--- src/rae_pkg.sv ---
// ----------------------------------------------------------------------------
// rae_pkg
// Shared types and constants for the register ALU execute block.
// ----------------------------------------------------------------------------
package rae_pkg;

	localparam int unsigned DataW  = 16;
	localparam int unsigned RegCnt = 8;
	localparam int unsigned IdxW   = 3;
	localparam int unsigned ImmW   = 8;

	localparam logic [DataW-1:0] RegResetVal = 16'h1234;
	localparam logic [DataW-1:0] ShiftLimit  = 16'd16;

	// compare results
	localparam logic [DataW-1:0] CmpEq   = 16'd0;
	localparam logic [DataW-1:0] CmpGt   = 16'd1;
	localparam logic [DataW-1:0] CmpLt   = 16'd2;

	typedef enum logic [2:0] {
		OP_ADD = 3'd0,
		OP_SUB = 3'd1,
		OP_AND = 3'd2,
		OP_OR  = 3'd3,
		OP_XOR = 3'd4,
		OP_SHL = 3'd5,
		OP_SHR = 3'd6,
		OP_CMP = 3'd7
	} op_t;

	typedef struct packed {
		logic            en;
		logic [IdxW-1:0] addr;
		logic [DataW-1:0] data;
	} rf_wr_t;

endpackage

--- src/rae_if.sv ---
// ----------------------------------------------------------------------------
// rae_if
// Valid/ready channels carrying instruction words and execution results.
// ----------------------------------------------------------------------------
interface rae_insn_if import rae_pkg::*; ();
	logic             valid;
	logic             ready;
	logic [DataW-1:0] instruction;

	modport source (output valid, output instruction, input ready);
	modport sink   (input valid, input instruction, output ready);
endinterface

interface rae_result_if import rae_pkg::*; ();
	logic             valid;
	logic             ready;
	logic [IdxW-1:0]  dest_index;
	logic [DataW-1:0] result_value;

	modport source (output valid, output dest_index, output result_value, input ready);
	modport sink   (input valid, input dest_index, input result_value, output ready);
endinterface

--- src/rae_regfile.sv ---
// ----------------------------------------------------------------------------
// rae_regfile
// Eight-entry register file, two registered read ports, one write port.
// Reads see a write in the same cycle; unwritten entries read as the reset value.
// ----------------------------------------------------------------------------
module rae_regfile import rae_pkg::*; (
	input  logic             clk,
	input  logic             arst_n,
	input  logic             rd_en,
	input  logic [IdxW-1:0]  rd_addr_a,
	input  logic [IdxW-1:0]  rd_addr_b,
	input  rf_wr_t           wr,
	output logic [DataW-1:0] rd_data_a,
	output logic [DataW-1:0] rd_data_b
);

	logic [DataW-1:0] mem [RegCnt];
	logic [RegCnt-1:0] written_q;
	logic [DataW-1:0] rd_data_a_q;
	logic [DataW-1:0] rd_data_b_q;

	always_ff @(posedge clk or negedge arst_n) begin
		if (!arst_n) begin
			written_q <= '0;
		end else if (wr.en) begin
			written_q[wr.addr] <= 1'b1;
		end
	end

	always_ff @(posedge clk) begin
		if (wr.en) begin
			mem[wr.addr] <= wr.data;
		end
	end

	// write-through so a dependent instruction right behind sees the new value
	always_ff @(posedge clk) begin
		if (rd_en) begin
			if (wr.en && wr.addr == rd_addr_a) begin
				rd_data_a_q <= wr.data;
			end else if (written_q[rd_addr_a]) begin
				rd_data_a_q <= mem[rd_addr_a];
			end else begin
				rd_data_a_q <= RegResetVal;
			end
			if (wr.en && wr.addr == rd_addr_b) begin
				rd_data_b_q <= wr.data;
			end else if (written_q[rd_addr_b]) begin
				rd_data_b_q <= mem[rd_addr_b];
			end else begin
				rd_data_b_q <= RegResetVal;
			end
		end
	end

	assign rd_data_a = rd_data_a_q;
	assign rd_data_b = rd_data_b_q;

endmodule

--- src/rae_alu.sv ---
// ----------------------------------------------------------------------------
// rae_alu
// Combinational 16-bit ALU: add, subtract, logic ops, shifts and compare.
// ----------------------------------------------------------------------------
module rae_alu import rae_pkg::*; (
	input  op_t              op,
	input  logic [DataW-1:0] a,
	input  logic [DataW-1:0] b,
	output logic [DataW-1:0] y
);

	logic big_shift;

	assign big_shift = (b >= ShiftLimit);

	always_comb begin
		case (op)
			OP_ADD: y = a + b;
			OP_SUB: y = a - b;
			OP_AND: y = a & b;
			OP_OR:  y = a | b;
			OP_XOR: y = a ^ b;
			OP_SHL: y = big_shift ? '0 : (a << b[3:0]);
			OP_SHR: y = big_shift ? '0 : (a >> b[3:0]);
			OP_CMP: begin
				if (a == b) begin
					y = CmpEq;
				end else if (a > b) begin
					y = CmpGt;
				end else begin
					y = CmpLt;
				end
			end
			default: y = '0;
		endcase
	end

endmodule

--- src/register_alu_instruction_execute.sv ---
// ----------------------------------------------------------------------------
// register_alu_instruction_execute
// Executes one instruction per cycle unless stalled, on an eight-register file.
// ----------------------------------------------------------------------------
// One instruction is accepted per cycle while input ready is high. The
// operand stage captures the decoded fields and the two register-file
// operands at acceptance; the output register then captures the ALU result
// as it is written back and offers it. Reads forward a write-back of the same
// cycle, so dependent instructions may follow back to back. Input ready drops
// only when both the operand stage and the output register are full and the
// output is stalled. Registers hold 0x1234 after reset; no clearing pass.
module register_alu_instruction_execute import rae_pkg::*; (
	input logic         clk,
	input logic         arst_n,
	rae_insn_if.sink    insn,
	rae_result_if.source result
);

	logic             valid_s1;
	logic [IdxW-1:0]  dest_s1;
	op_t              op_s1;
	logic             fmt_s1;
	logic [ImmW-1:0]  imm_s1;
	logic [DataW-1:0] opa_s1;
	logic [DataW-1:0] src_s1;

	logic             valid_s2;
	logic [IdxW-1:0]  dest_s2;
	logic [DataW-1:0] value_s2;

	logic             advance;
	logic             accept;
	logic [DataW-1:0] opb;
	logic [DataW-1:0] alu_y;
	rf_wr_t           rf_wr;

	assign advance    = valid_s1 && (!valid_s2 || result.ready);
	assign insn.ready = !valid_s1 || advance;
	assign accept     = insn.valid && insn.ready;

	assign rf_wr.en   = advance;
	assign rf_wr.addr = dest_s1;
	assign rf_wr.data = alu_y;

	rae_regfile u_regfile (
		.clk       (clk),
		.arst_n    (arst_n),
		.rd_en     (accept),
		.rd_addr_a (insn.instruction[15:13]),
		.rd_addr_b (insn.instruction[12:10]),
		.wr        (rf_wr),
		.rd_data_a (opa_s1),
		.rd_data_b (src_s1)
	);

	// immediate shares bits with the source index, format bit picks one
	assign opb = fmt_s1 ? {{(DataW-ImmW){1'b0}}, imm_s1} : src_s1;

	rae_alu u_alu (
		.op (op_s1),
		.a  (opa_s1),
		.b  (opb),
		.y  (alu_y)
	);

	always_ff @(posedge clk or negedge arst_n) begin
		if (!arst_n) begin
			valid_s1 <= 1'b0;
		end else if (insn.ready) begin
			valid_s1 <= insn.valid;
		end
	end

	always_ff @(posedge clk) begin
		if (accept) begin
			dest_s1 <= insn.instruction[15:13];
			op_s1   <= op_t'(insn.instruction[4:2]);
			fmt_s1  <= insn.instruction[0];
			imm_s1  <= insn.instruction[12:5];
		end
	end

	always_ff @(posedge clk or negedge arst_n) begin
		if (!arst_n) begin
			valid_s2 <= 1'b0;
		end else if (!valid_s2 || result.ready) begin
			valid_s2 <= valid_s1;
		end
	end

	always_ff @(posedge clk) begin
		if (advance) begin
			dest_s2  <= dest_s1;
			value_s2 <= alu_y;
		end
	end

	assign result.valid        = valid_s2;
	assign result.dest_index   = dest_s2;
	assign result.result_value = value_s2;

endmodule

--- src/flat_wrapper.sv ---
// flat-port wrapper written by rule: the top's interface ports become plain ports
module register_alu_instruction_execute_flat import rae_pkg::*;
  (clk, arst_n, insn_valid, insn_instruction, insn_ready, result_valid, result_dest_index, result_result_value, result_ready);
  rae_insn_if insn_i ();
  rae_result_if result_i ();
  input logic clk;
  input logic arst_n;
  input wire logic [$bits(insn_i.valid)-1:0] insn_valid;
  input wire logic [$bits(insn_i.instruction)-1:0] insn_instruction;
  output wire logic [$bits(insn_i.ready)-1:0] insn_ready;
  output wire logic [$bits(result_i.valid)-1:0] result_valid;
  output wire logic [$bits(result_i.dest_index)-1:0] result_dest_index;
  output wire logic [$bits(result_i.result_value)-1:0] result_result_value;
  input wire logic [$bits(result_i.ready)-1:0] result_ready;
  assign insn_i.valid = insn_valid;
  assign insn_i.instruction = insn_instruction;
  assign insn_ready = insn_i.ready;
  assign result_valid = result_i.valid;
  assign result_dest_index = result_i.dest_index;
  assign result_result_value = result_i.result_value;
  assign result_i.ready = result_ready;
  register_alu_instruction_execute u_core (.clk(clk), .arst_n(arst_n), .insn(insn_i), .result(result_i));
endmodule
--- config.mk ---
export PLATFORM = sky130hd
export DESIGN_NAME = register_alu_instruction_execute_flat
export DESIGN_NICKNAME = d
export VERILOG_FILES = /design/src/rae_pkg.sv /design/src/rae_if.sv /design/src/rae_regfile.sv /design/src/rae_alu.sv /design/src/register_alu_instruction_execute.sv /design/src/flat_wrapper.sv
export SDC_FILE = /design/constraint.sdc
export NUM_CORES = 1
export LEC_CHECK = 0
export BUFFER_PORTS_ARGS = -buffer_cell sky130_fd_sc_hd__buf_2
export CAP_MARGIN = 20
export CORE_UTILIZATION = 57
export DETAILED_ROUTE_END_ITERATION = 8
export PLACE_DENSITY = 0.84
export SYNTH_ARGS = -nofsm -noshare
export SYNTH_HDL_FRONTEND = slang
export SYNTH_SLANG_ARGS = --single-unit
--- constraint.sdc ---
create_clock -name clk -period 3.35 [get_ports clk]
set_input_delay 0.1675 -clock clk [delete_from_list [all_inputs] [get_ports clk]]
set_output_delay 0.1675 -clock clk [all_outputs]
set_load 0.01 [all_outputs]
==> results summary, run 1 <==
The run finished, with violations left. The final reports fail on setup timing. The total cell area at the placement stage came out at 14000 µm². The setup total negative slack came out at -3.07 ns. The number of endpoints with negative hold slack in the final report came out at 0.

On the worst path, the slowest cell contributes a delay of 0.49 ns. The synthesized netlist occupies a cell area of 12700 µm². Clock-pin slew was measured on the worst setup and hold paths at 0.07 ns. The global-route wire length before repair came out at 58300 µm. The number of max-cap violations came out at 0. Summing the areas of all and, or, nand and nor instances in the mapped netlist gives 8.54% of the synthesized area. After layout, the worst path uses 104% of the clock period.

The overall fraction of global-route tracks in use came out at 34.9%. The total die area is 22800 µm². The per-cell routed wire length is 26.5 µm. The average vias per placed instance is 6.84. The clock reaches the later pin of the worst-skew pair after 0.49 ns. The CTS buffer count came out at 18. The kind of start point of the critical path is a flip-flop.

The number of flops mapped to enable cells by yosys is 194. Relative to the synthesized area, the layout overhead comes to 24.2%. The count of synthesis-stage warnings from yosys came out at 0.

The core region is 21800 µm². The total via count in the routed design is 10100. The highest clock rate came out at 0.288 GHz. Summing the areas of all compound-gate instances in the mapped netlist gives 13.5% of the synthesized area. The I/O pin count is 41. Clock tree synthesis found a total of 204 sinks. After synthesis, the mean cell area works out to 12.6 µm². In this run the remaining antenna-violating nets after routing total 0. The final RePlAce weighted congestion came out at 1.06.

The first detailed-routing pass ran for 6 iterations. The multiplexer fraction of the synthesized cell area came out at 19.4%. For this block, the routed nets add up to 39000 µm of wire. For this run, asynchronously set or reset flops after synthesis account for 4.90%. The max-slew violation count came out at 0.

The initial antenna violation count is 0. The synthesized net count is 1079. The setup path with the least slack is of type reg -> reg.

Setup violations remaining at the end of the flow were counted as 65. The detailed placer's ending HPWL is 25800 µm. The detailed router finished its first iteration with 1291 violations.

At the worst endpoint, the required time is 3.55 ns. The final setup slack of the worst path is -0.124 ns. The sequential cell area fraction in the yosys report is 47.9%. The via count of the first global-routing pass is 10000. The count of buffering cells on the critical path with inverters included is 7. In the routed design, unresolved DRC markers number 0. The worst slew margin relative to its limit is 31.7%. The worst setup path is captured at a flip-flop. The cell at the slowest stage of the critical path is or4_4. The initial utilization of the core area, before any placement, comes to 58.1%. The most used flip-flop cell after synthesis is edfxtp_1. The number of port buffers is 39.

The fraction of final layout cells with drive strength greater than 1 is 37.4%. The die outline width is 151 µm. The number of antenna diodes in the final layout is 0. TritonCTS built the clock tree. The analysis attributes to cell leakage a power of 0.00581 µW.

Global routing finished with a remaining overflow of 0. The shortest clock period the worst path allows after layout is 3.47 ns. Walking the worst path, the cells encountered are buf_6, buf_8, mux2_4, inv_4, buf_4, ha_2, or4_4, o211ai_1, buf_4, a31oi_4, a2bb2oi_4, xnor2_2, a211oi_2, buf_6, clkinvlp_4.

The gate count of the mapped netlist is 1008. The floorplan die height is 151 µm. Entering global routing, the biggest net connects 48 pins. Setup repair after global routing could not meet its margin everywhere. The clock passes through at most 3 buffers. The number of library cell types mapped by synthesis came out at 79. CTS built an H-tree with a depth of 1. In this design, the largest share of critical-path delay is due to buffers and inverters. The final instance area came out at 15700 µm². STA puts the critical path data arrival time at 3.67 ns. The maximum net fanout on the critical path came out at 5. Clock skew on the completed layout was measured at 0.0105 ns.

At the end of the flow, the number of nets in the layout was 1251. After Yosys synthesis, XOR and XNOR cells account for 1.45% of the synthesized area. For the pin with the worst max-slew slack, the measured transition is 1.02 ns.

The site row count is 54. The synthesized-area fraction occupied by adder cells came out at 5.15%. The number of synthesized register bits came out at 204.

The worst ir drop on vdd is 0.477 mV. The worst min-delay path category is in -> async. Tracing the worst setup path back leads to its startpoint at u_core.fmt_s1.

After synthesis, the largest family of logic cells by area is multiplexers. The root buffer cell chosen for the clock tree is clkbuf_16. The cell area power density is 514 nW/µm².

The fraction of the core area covered by cells at the end of the flow came out at 72.1%. The worst register-to-register path begins at u_core.fmt_s1.
[worst reg2reg max path: stages, from the launching register on]
cell and delay, ns:
edfxtp_1 0.41, buf_6 0.15, buf_8 0.14, mux2_4 0.23, inv_4 0.04, buf_4 0.13, ha_2 0.20, or4_4 0.49
o211ai_1 0.18, buf_4 0.17, a31oi_4 0.09, a2bb2oi_4 0.18, xnor2_2 0.14, a211oi_2 0.27, buf_6 0.20, clkinvlp_4 0.17
[where the power goes]
| group | internal, µW | switching (µW) |
|---|---|---|
| Clock | 1240 | 880 |
| Sequential | 3080 | 139 |
| Combinational | 1210 | 1550 |
[placed cells by master (no fill, tap or decap), types with 19 or more instances in the layout]
cell and count:
inv_1 46, buf_2 39, nor2_1 57, buf_4 140, a21oi_1 44, nand2_1 63
mux2i_1 50, mux4_2 78, ha_1 34, clkbuf_16 19, nand2b_1 23, edfxtp_1 194
o21ai_0 19
[registers in the layout, indices dropped and copies added (netlist names)]
register,flops
u_core.result.dest_index,3
u_core.u_regfile.rd_data_a,16
u_core.valid_s1,1
u_core.result.result_value,16
u_core.fmt_s1,1
u_core.result.valid,1
u_core.u_regfile.rd_data_b,16
u_core.u_regfile.written_q,8
u_core.dest_s1,3
u_core.op_s1,3
u_core.u_regfile.mem,128
u_core.imm_s1,8
[area by class of cell]
| type | count | area, µm² |
|---|---|---|
| Sequential cell | 204 | 6080 |
| Inverter | 60 | 262 |
| Clock inverter | 7 | 83.8 |
| Tap cell | 280 | 350 |
| Timing Repair inverter | 5 | 37.5 |
| Multi-Input combinational cell | 679 | 6780 |
| Fill cell | 1338 | 6080 |
| Timing Repair Buffer | 212 | 1630 |
| Clock buffer | 25 | 518 |
[metal layers]
| metal | track usage (%) | share of wire, % |
|---|---|---|
| met3 | 4.46 | 8.9 |
| met1 | 44.7 | 36 |
| met2 | 58.5 | 48 |
| met5 | 0 | 0 |
| met4 | 18.3 | 6.3 |
[through the flow]
step                cells  power, µW  worst slack, ns  hold slack [ns]
floorplan            1008       4600          -0.0461           -0.128
detailed placement   1400       5470           -0.280           0.0396
global route         1472       8370           -0.221            0.103
CTS                  1461       7760          -0.0293           0.0677
finish               1472       8100           -0.124           0.0672
global placement     1400       5420           -0.267           0.0345
[worst paths after layout]
path | slack (ns) | endpoint | cells past startpoint
max in group asynchronous | 3.09 | u_core.u_regfile.written_q[3] | 2
worst min-delay path | 0.07 | u_core.u_regfile.written_q[0] | 2
min in group clk | 0.18 | u_core.imm_s1[6] | 1
worst max-delay path | -0.12 | u_core.u_regfile.mem[7][11] | 15
worst min register to register | 0.50 | u_core.u_regfile.written_q[7] | 1
worst max register to register | -0.12 | u_core.u_regfile.mem[7][11] | 15
[cells in the mapped netlist, types with 19 or more instances]
master    instances  share of area, %
mux4_2           78                14
clkbuf_1         45               1.3
ha_1             49               4.8
nand2_1          64               1.9
mux2i_1          52               4.1
inv_1            56               1.7
edfxtp_1        194                46
a21oi_1          52               2.1
o22ai_1          27               1.3
xnor2_1          19               1.3
nand2b_1         24               1.2
o21ai_0          22              0.87
nor2_1           58               1.7
a211oi_1         21               1.2
[timing repair]
item	in CTS	in global routing
gates resized for setup	68	88
endpoints found under the hold margin	21	0
cloned	4	2
endpoints found under the setup margin	158	165
hold buffers	13	0
buffers inserted	13	11
pin swaps	30	31
[cell families after synthesis]
logic type	after synthesis
and+or+nand+nor	222
muxes	142
adders and majority gates	51
xor gates and xnor gates	21
DFF	204
AOI/OAI and AO/OA	243
buffers and inverters	125
(Power assumes the default switching activity.)
==> run 2: changes to the inputs <==
--- a/config.mk
+++ b/config.mk
@@ -5,6 +5,7 @@
 export SDC_FILE = /design/constraint.sdc
 export NUM_CORES = 1
 export LEC_CHECK = 0
+export ABC_AREA = 1
 export BUFFER_PORTS_ARGS = -buffer_cell sky130_fd_sc_hd__buf_2
 export CAP_MARGIN = 20
 export CORE_UTILIZATION = 57
==> run 2 against run 1 <==
- the flow now finishes without violations
- sequential share of layout area grew 2.7 points
- total power shrank 8.4%
- final cell count grew 39%
- critical path depth shrank 1
- utilization shrank 7.6 points
- first-iteration DRC count grew 18%
- critical path type unchanged
- register-to-register slack gained 0.22 ns
- synthesized cell count grew 66%
- clock skew grew 0.011 ns
- count of clock-buffer cells in the layout shrank 2
==> results summary, run 2 <==
Run status: complete, no violations (was finished, violations left). The I/O pin count is 41 (unchanged). Commonest cells after routing, fill and taps aside: nand2_1, o21ai_0, edfxtp_1, nand3_1 (was edfxtp_1, buf_4, mux4_2, nand2_1, nor2_1). The cell area power density is 504 nW/µm² (was 514 nW/µm²). The worst-case reg-to-reg path depth came out at 14 (was 15). The average vias per placed instance was 6.09 (was 6.84). The residual antenna-violating net count after detailed routing came out at 0 (unchanged). The global-route wire length before repair is 63700 µm (was 58300 µm). The number of failing setup endpoints in the final timing report came to 0 (was 65). The cell that appears most often on the critical path is nand2_4. The peak per-stage delay on the critical path came out at 0.43 ns (was 0.49 ns). The CTS buffer count is 19 (was 18). The number of endpoints with negative hold slack in the final report is 0 (unchanged). The number of library cell types mapped by synthesis is 53 (was 79).

The highest clock rate is 0.308 GHz (was 0.288 GHz). The synthesized net count is 1747 (was 1079). The transition time of the tightest slew-check pin came to 0.950 ns (was 1.02 ns). The starting density of the core is 58.5% (was 58.1%). The total die area is 24000 µm² (was 22800 µm²).

The number of port buffers came to 39 (unchanged). The insertion delay to the later sink of the worst-skew pair is 0.51 ns (was 0.49 ns). The total via count in the routed design came out at 12500 (was 10100). The arrival time of data at the critical path endpoint is 3.49 ns (was 3.67 ns). The number of design-rule violations left by the first detailed-router iteration is 1528 (was 1291). The cell chosen for the clock root is clkbuf_16 (unchanged). The first-pass iteration count of the detailed router was 7 (was 6). List of most frequent post-synthesis cells: nand2_1, o21ai_0, edfxtp_1 (was edfxtp_1, mux4_2, nand2_1). The cell at the slowest stage of the critical path was fa_1 (was or4_4). The site row count came out at 55 (was 54). The setup total negative slack came out at 0 ns (was -3.07 ns). The number of DRC violations after detailed routing was 0 (unchanged). The final setup slack of the worst path came to 0.101 ns (was -0.124 ns).

The count of synthesis-stage warnings from yosys is 0 (unchanged). The core box area came out at 22800 µm² (was 21800 µm²). The critical setup path kind was reg -> reg (unchanged). The worst ir drop on vdd is 0.514 mV (was 0.477 mV). The final routed wirelength across all metal layers is 41200 µm (was 39000 µm). The overall fraction of global-route tracks in use is 34.7% (was 34.9%). The gate count of the mapped netlist is 1676 (was 1008). The number of nets in the final layout is 1794 (was 1251). The worst-case register-to-register setup slack came to 0.10 ns (was -0.12 ns). The family with the most delay on the worst path is compound AO/OA/AOI/OAI gates (was buffers and inverters).

The kind of start point of the critical path is a flip-flop (unchanged). The post-place setup slack came out at 0.156 ns (was -0.280 ns). The per-cell routed wire length is 20.1 µm (was 26.5 µm).

The fraction of the core area covered by cells at the end of the flow is 64.6% (was 72.1%). The average size of a mapped cell came out at 7.96 µm² (was 12.6 µm²). The area growth from synthesis to final layout is 10.3% (was 24.2%).

The count of buffering cells on the critical path with inverters included is 4 (was 7). The area share of the leading cell type in the synthesized netlist came out at 43.7% (was 45.9%). The number of synthesized register bits came out at 204 (unchanged). The sequential cell area fraction in the yosys report is 45.6% (was 47.9%). The worst slew margin relative to its limit is 36.7% (was 31.7%). The TritonCTS clock tree is yes (unchanged). The initial antenna violation count came out at 1 (was 0). The detailed placer's ending HPWL came out at 28500 µm (was 25800 µm). The pin count of the biggest net entering global routing is 80 (was 48). The number of max-cap violations came to 0 (unchanged). The post-synthesis instance area is 13300 µm² (was 12700 µm²). The shortest clock period the worst path allows after layout came to 3.25 ns (was 3.47 ns). The max-slew violation count came out at 0 (unchanged). The part of the cycle the worst path needs is 97.0% (was 104%).

The floorplan die height is 155 µm (was 151 µm). RSZ-0062 raised after global routing: false (was true). The diode insertion count for antenna repair was 0 (unchanged). The H-tree depth reported by CTS came out at 1 (unchanged). The die outline width is 155 µm (was 151 µm).

The sort of element at the end of the critical path is a flip-flop (unchanged). The most flop-heavy register was u_core.u_regfile.mem (unchanged). The cell taking the most area after synthesis is edfxtp_1 (unchanged). The number of flops mapped to enable cells by yosys is 194 (unchanged). The maximum net fanout on the critical path is 15 (was 5). The leakage power summed over all cells is 0.00630 µW (was 0.00581 µW). The worst min-delay path category was in -> async (unchanged). The via count of the first global-routing pass is 11900 (was 10000).

The total setup buffers inserted after CTS is 0 (was 13). The maximum number of buffers from clock root to sink was 3 (unchanged). The worst setup skew after layout came out at 0.0212 ns (was 0.0105 ns). The most used standard cell by instance count after synthesis is nand2_1 (was edfxtp_1).

The fraction of final layout cells with drive strength greater than 1 is 11.9% (was 37.4%). Leading cell types by total area after synthesis: edfxtp_1, nand2_1, o21ai_0, nand3_1, a21oi_1 (was edfxtp_1, mux4_2, ha_1, mux2i_1, a21oi_1). The share of flip-flops with an asynchronous set or reset after synthesis came to 4.90% (unchanged). The clock-pin slew on the worst setup and hold paths was 0.07 ns (about the same). The most common cell after layout, fill and taps aside is nand2_1 (was edfxtp_1). Sequence of cells on the critical path: buf_12, inv_6, nand2_4, nand2_4, ha_1, inv_1, fa_1, o21ai_1, a21boi_0, o21bai_1, a21oi_1, o21ai_0, nand3_1, buf_4 (was buf_6, buf_8, mux2_4, inv_4, buf_4, ha_2, or4_4, o211ai_1, buf_4, a31oi_4, a2bb2oi_4, xnor2_2, a211oi_2, buf_6, clkinvlp_4). The most instantiated flip-flop cell in the synthesis netlist is edfxtp_1 (unchanged). The logic depth of the worst setup path including buffers is 14 (was 15). The final RePlAce weighted congestion was 1.01 (was 1.06). The count of clock tree sinks is 204 (unchanged). The flip-flop count of the largest register after layout came out at 128 (unchanged). The total congestion overflow after global routing came out at 0 (unchanged).

The data required time of the critical path came out at 3.59 ns (was 3.55 ns).
-- run 2: cell types whose count changed in the layout (fill, tap and decap cells not counted), moves of 23 or more --
cell | before | now
nand3_1 | 8 | 147
nand2_1 | 63 | 411
mux4_2 | 78 | 0
a21oi_1 | 44 | 125
o21ai_0 | 19 | 226
nand2b_1 | 23 | 0
inv_1 | 46 | 132
buf_4 | 140 | 56
mux2i_1 | 50 | 0
nor2_1 | 57 | 132
-- run 2: routing by layer --
layer	global-route usage [%]	vias to the layer above	wire, µm
met5	0	-	0
met4	18.2	0	2120
met3	4.26	152	4060
met2	57.4	784	19200
met1	45.0	5753	15800
li1	-	5786	-
-- run 2: worst register-to-register path, delay by kind of cell (launching register included) --
| family | cells | cell delay [ns] |
|---|---|---|
| buffers and inverters | 4 | 0.60 |
| and+or+nand+nor | 3 | 0.37 |
| DFF | 1 | 0.41 |
| AOI/OAI and AO/OA | 5 | 0.95 |
| adders and majority gates | 2 | 0.65 |
-- run 2: logic make-up (layout without fill, tap and decap cells) --
| group | after synthesis | count (layout) | synth area share (%) |
|---|---|---|---|
| AOI/OAI and AO/OA | 409 | 409 | 16.4 |
| xor gates and xnor gates | 6 | 6 | 0.394 |
| adders and majority gates | 51 | 51 | 4.90 |
| buffers and inverters | 234 | 294 | 7.61 |
| DFF | 204 | 204 | 45.6 |
| and+or+nand+nor | 772 | 772 | 25.2 |
-- run 2: through the flow --
stage          instances  instance area (µm²)  hold slack, ns  total power (µW)
2_1_floorplan       1676                13300          -0.128              4580
6_report            2049                14700          0.0443              7420
5_1_grt             2049                14700          0.0832              7730
4_1_cts             2049                14700          0.0444              7370
3_3_place_gp        2001                13900          0.0306              5210
3_5_place_dp        2001                13900          0.0368              5240
-- run 2: final timing paths --
check / from / to
worst max-delay path: u_core.fmt_s1 / u_core.u_regfile.mem[1][10]
worst min-delay path: arst_n / u_core.u_regfile.written_q[5]
worst max register to register: u_core.fmt_s1 / u_core.u_regfile.mem[1][10]
worst min register to register: u_core.u_regfile.written_q[5] / u_core.u_regfile.written_q[5]
max in group asynchronous: arst_n / u_core.valid_s1
min in group clk: insn_instruction[12] / u_core.imm_s1[7]
-- run 2: power breakdown --
part / total, µW / switching [µW] / leakage [µW] / internal, µW
combinational: 2080 / 1450 / 0.00409 / 638
sequential: 3200 / 103 / 0.00192 / 3100
clock: 2140 / 927 / 0.000291 / 1210
-- run 2: repair_timing --
action,4_1_cts,5_1_grt
setup endpoints to repair,0,56
hold endpoints to repair,22,0
hold buffers,14,0
resized for setup,0,8
-- run 2: area by class of cell --
class / instances / area (µm²)
repair buffers: 110 / 776
fillers: 1862 / 8070
clock buffers: 23 / 490
clock inverters: 11 / 115
flip-flops and latches: 204 / 6080
inverters: 150 / 573
well taps: 313 / 392
multi-input cells: 1238 / 6280
==> run 3: changes to the inputs <==
--- a/config.mk
+++ b/config.mk
@@ -8,9 +8,10 @@
 export ABC_AREA = 1
 export BUFFER_PORTS_ARGS = -buffer_cell sky130_fd_sc_hd__buf_2
 export CAP_MARGIN = 20
-export CORE_UTILIZATION = 57
+export CORE_UTILIZATION = 59
+export CTS_BUF_LIST = sky130_fd_sc_hd__clkbuf_2 sky130_fd_sc_hd__clkbuf_4 sky130_fd_sc_hd__clkbuf_8
 export DETAILED_ROUTE_END_ITERATION = 8
-export PLACE_DENSITY = 0.84
+export PLACE_DENSITY = 0.86
 export SYNTH_ARGS = -nofsm -noshare
 export SYNTH_HDL_FRONTEND = slang
 export SYNTH_SLANG_ARGS = --single-unit
==> run 3 against run 2 <==
- the run now ends with DRC left
- combinational power is essentially flat
- clock power grew 3%
- largest cell class unchanged
- worst hold slack gained 0.0091 ns
==> results summary, run 3 (synthesized netlist as in run 2, its figures left out) <==
The met1 wire length came out at 15100 µm (was 15800 µm). The site row count came out at 54 (was 55). The overall fraction of global-route tracks in use is 35.0% (was 34.7%). The cell chosen for the clock root is clkbuf_8 (was clkbuf_16). The total die area is 23200 µm² (was 24000 µm²). The count of clock tree sinks was 204 (unchanged).

The worst min-delay path category is in -> async (unchanged). The number of failing setup endpoints in the final timing report is 0 (unchanged). The critical setup path kind is reg -> reg (unchanged). The TritonCTS clock tree is yes (unchanged).

The part of the cycle the worst path needs came out at 92.8% (was 97.0%). The initial antenna violation count is 1 (unchanged). The data required time of the critical path came out at 3.61 ns (was 3.59 ns). The worst-case register-to-register setup slack came out at 0.24 ns (was 0.10 ns). The number of design-rule violations left by the first detailed-router iteration is 1676 (was 1528). The number of port buffers is 39 (unchanged). The number of endpoints with negative hold slack in the final report came out at 0 (unchanged). The maximum net fanout on the critical path came to 19 (was 15). The number of DRC violations after detailed routing is 1 (was 0). The total via count in the routed design came out at 12500 (about the same). The number of fillers in the final layout came to 1781 (was 1862). The via count of the first global-routing pass came out at 11800 (was 11900). The final routed wirelength across all metal layers came out at 40500 µm (was 41200 µm). The clock group share of total power is 29.4% (was 28.8%). The setup total negative slack came to 0 ns (unchanged). The internal power contribution came out at 4900 µW (was 4940 µW). The most common cell after layout, fill and taps aside is nand2_1 (unchanged). The met2 wirelength from detailed routing is 19000 µm (was 19200 µm). The fraction of the core area covered by cells at the end of the flow is 67.1% (was 64.6%).

The CTS buffer count was 35 (was 19). The transition time of the tightest slew-check pin came out at 1.01 ns (was 0.950 ns). The die outline width is 152 µm (was 155 µm). The clock-pin slew on the worst setup and hold paths came out at 0.06 ns (was 0.07 ns).

The final RePlAce weighted congestion came out at 1.02 (was 1.01). The core box area is 22000 µm² (was 22800 µm²). The area growth from synthesis to final layout is 10.4% (was 10.3%). The most flop-heavy register is u_core.u_regfile.mem (unchanged). Run status: finished, violations left (was complete, no violations). The highest routing layer actually used is met4 (unchanged).

The worst-case reg-to-reg path depth is 14 (unchanged). The switching portion of total power came out at 34.4% (was 33.4%). The diode insertion count for antenna repair came out at 0 (unchanged). The insertion delay to the later sink of the worst-skew pair is 0.52 ns (was 0.51 ns). The reported net switching power is 2570 µW (was 2470 µW). The capturing instance or port of the critical path is u_core.u_regfile.mem[1][12] (was u_core.u_regfile.mem[1][10]). The total congestion overflow after global routing was 0 (unchanged). The startpoint of the most critical setup path is u_core.fmt_s1 (unchanged). The final reports fail on DRC. The I/O pin count came out at 41 (unchanged). The worst setup skew after layout is 0.0151 ns (was 0.0212 ns). The shortest clock period the worst path allows after layout is 3.11 ns (was 3.25 ns). The final instance area came out at 14700 µm² (about the same). The combinational share of power came out at 27.9% (was 28.1%). The launch instance of the worst register-to-register path was u_core.fmt_s1 (unchanged).

The arrival time of data at the critical path endpoint is 3.37 ns (was 3.49 ns). The pin count of the biggest net entering global routing is 103 (was 80). The reg-to-reg critical path endpoint is u_core.u_regfile.mem[1][12] (was u_core.u_regfile.mem[1][10]). The worst ir drop on vdd is 0.420 mV (was 0.514 mV). The per-cell routed wire length came to 19.8 µm (was 20.1 µm).

The first-pass iteration count of the detailed router came out at 9 (was 7). Commonest cells after routing, fill and taps aside: nand2_1, o21ai_0, edfxtp_1, nand3_1, nor2_1 (was nand2_1, o21ai_0, edfxtp_1, nand3_1). The number of max-cap violations came out at 0 (unchanged). The max-slew violation count came out at 0 (unchanged). The leakage power summed over all cells is 0.00638 µW (was 0.00630 µW). The cell area power density came out at 507 nW/µm² (was 504 nW/µm²).

The residual antenna-violating net count after detailed routing came out at 0 (unchanged). The average vias per placed instance was 6.12 (was 6.09). RSZ-0062 raised after global routing: false (unchanged). The number of nets in the final layout is 1813 (was 1794).

The maximum number of buffers from clock root to sink is 3 (unchanged). The flip-flop count of the largest register after layout came out at 128 (unchanged). The kind of start point of the critical path is a flip-flop (unchanged). The total length of routed met3 wires was 4430 µm (was 4060 µm).

The total cell area at the placement stage is 13900 µm² (about the same). The total setup buffers inserted after CTS came out at 0 (unchanged). The highest clock rate came out at 0.322 GHz (was 0.308 GHz). The sort of element at the end of the critical path was a flip-flop (unchanged). The starting density of the core came out at 60.7% (was 58.5%). The detailed placer's ending HPWL came out at 28300 µm (was 28500 µm).

The H-tree depth reported by CTS came out at 2 (was 1). The final setup slack of the worst path came out at 0.242 ns (was 0.101 ns). The floorplan die height came to 152 µm (was 155 µm). The worst slew margin relative to its limit is 32.6% (was 36.7%).

The global-route wire length before repair came out at 62900 µm (was 63700 µm). The post-place setup slack came out at 0.178 ns (was 0.156 ns). The fraction of final layout cells with drive strength greater than 1 came to 12.9% (was 11.9%). The register share of total power is 42.7% (was 43.1%).
run 3: cell types whose count changed in the layout (fill, tap and decap cells not counted), sizes merged:
| cell | previous run | this run |
|---|---|---|
| buf | 96 | 100 |
| inv | 149 | 150 |
| clkbuf | 23 | 43 |
| clkinv | 8 | 15 |
| dlygate4sd3 | 14 | 13 |
| bufinv | 2 | 1 |
run 3: power groups by stage:
stage               sequential (µW)  clock (µW)  combinational, µW
detailed placement             3230           0               1990
CTS                            3180        2210               2010
global route                   3200        2320               2280
finish                         3190        2200               2080
floorplan                      3230           0               1350
global placement               3230           0               1960
run 3: worst min-delay path by stage:
stage                     startpoint                       endpoint  slack (ns)
after floorplan               arst_n            u_core.result.valid       -0.13
after global placement        arst_n                u_core.valid_s1        0.04
after detailed placement      arst_n                u_core.valid_s1        0.04
after CTS                     arst_n  u_core.u_regfile.written_q[3]        0.02
after global routing          arst_n  u_core.u_regfile.written_q[3]        0.06
final                         arst_n  u_core.u_regfile.written_q[4]        0.05
run 3: layout make-up:
class | count | area, µm² | area share (%)
flip-flops and latches | 204 | 6080 | 41.3
repair buffers | 113 | 796 | 5.40
well taps | 280 | 350 | 2.38
multi-input cells | 1238 | 6260 | 42.5
clock buffers | 43 | 542 | 3.68
inverters | 150 | 573 | 3.89
clock inverters | 18 | 125 | 0.850
run 3: repair_timing:
item                       in CTS  in global routing
resized for setup               0                  7
setup endpoints to repair       0                 31
hold endpoints to repair       21                  0
hold buffers                   13                  0
run 3: metal layers:
| metal | vias to the layer above | GRT usage (%) |
|---|---|---|
| met5 | - | 0 |
| met3 | 132 | 5.75 |
| met2 | 833 | 56.8 |
| met1 | 5716 | 44.7 |
| met4 | 0 | 19.8 |
| li1 | 5832 | - |
run 3: worst max-delay path, stage by stage (launching register included):
cell      delay (ns)
edfxtp_1        0.41
buf_12          0.18
nor2_1          0.20
inv_1           0.13
ha_1            0.30
inv_1           0.14
nand2_1         0.11
nor3_1          0.31
nand3_1         0.17
nand3_1         0.14
nand2_1         0.06
nand3_1         0.07
nand2_1         0.09
nand3b_1        0.29
buf_4           0.23
run 3: stage by stage:
step	std cells	power, µW	hold slack [ns]
after floorplan	1676	4580	-0.128
after global placement	1972	5190	0.0401
after detailed placement	1972	5220	0.0440
after CTS	2046	7410	0.0221
after global routing	2046	7800	0.0624
final	2046	7470	0.0534
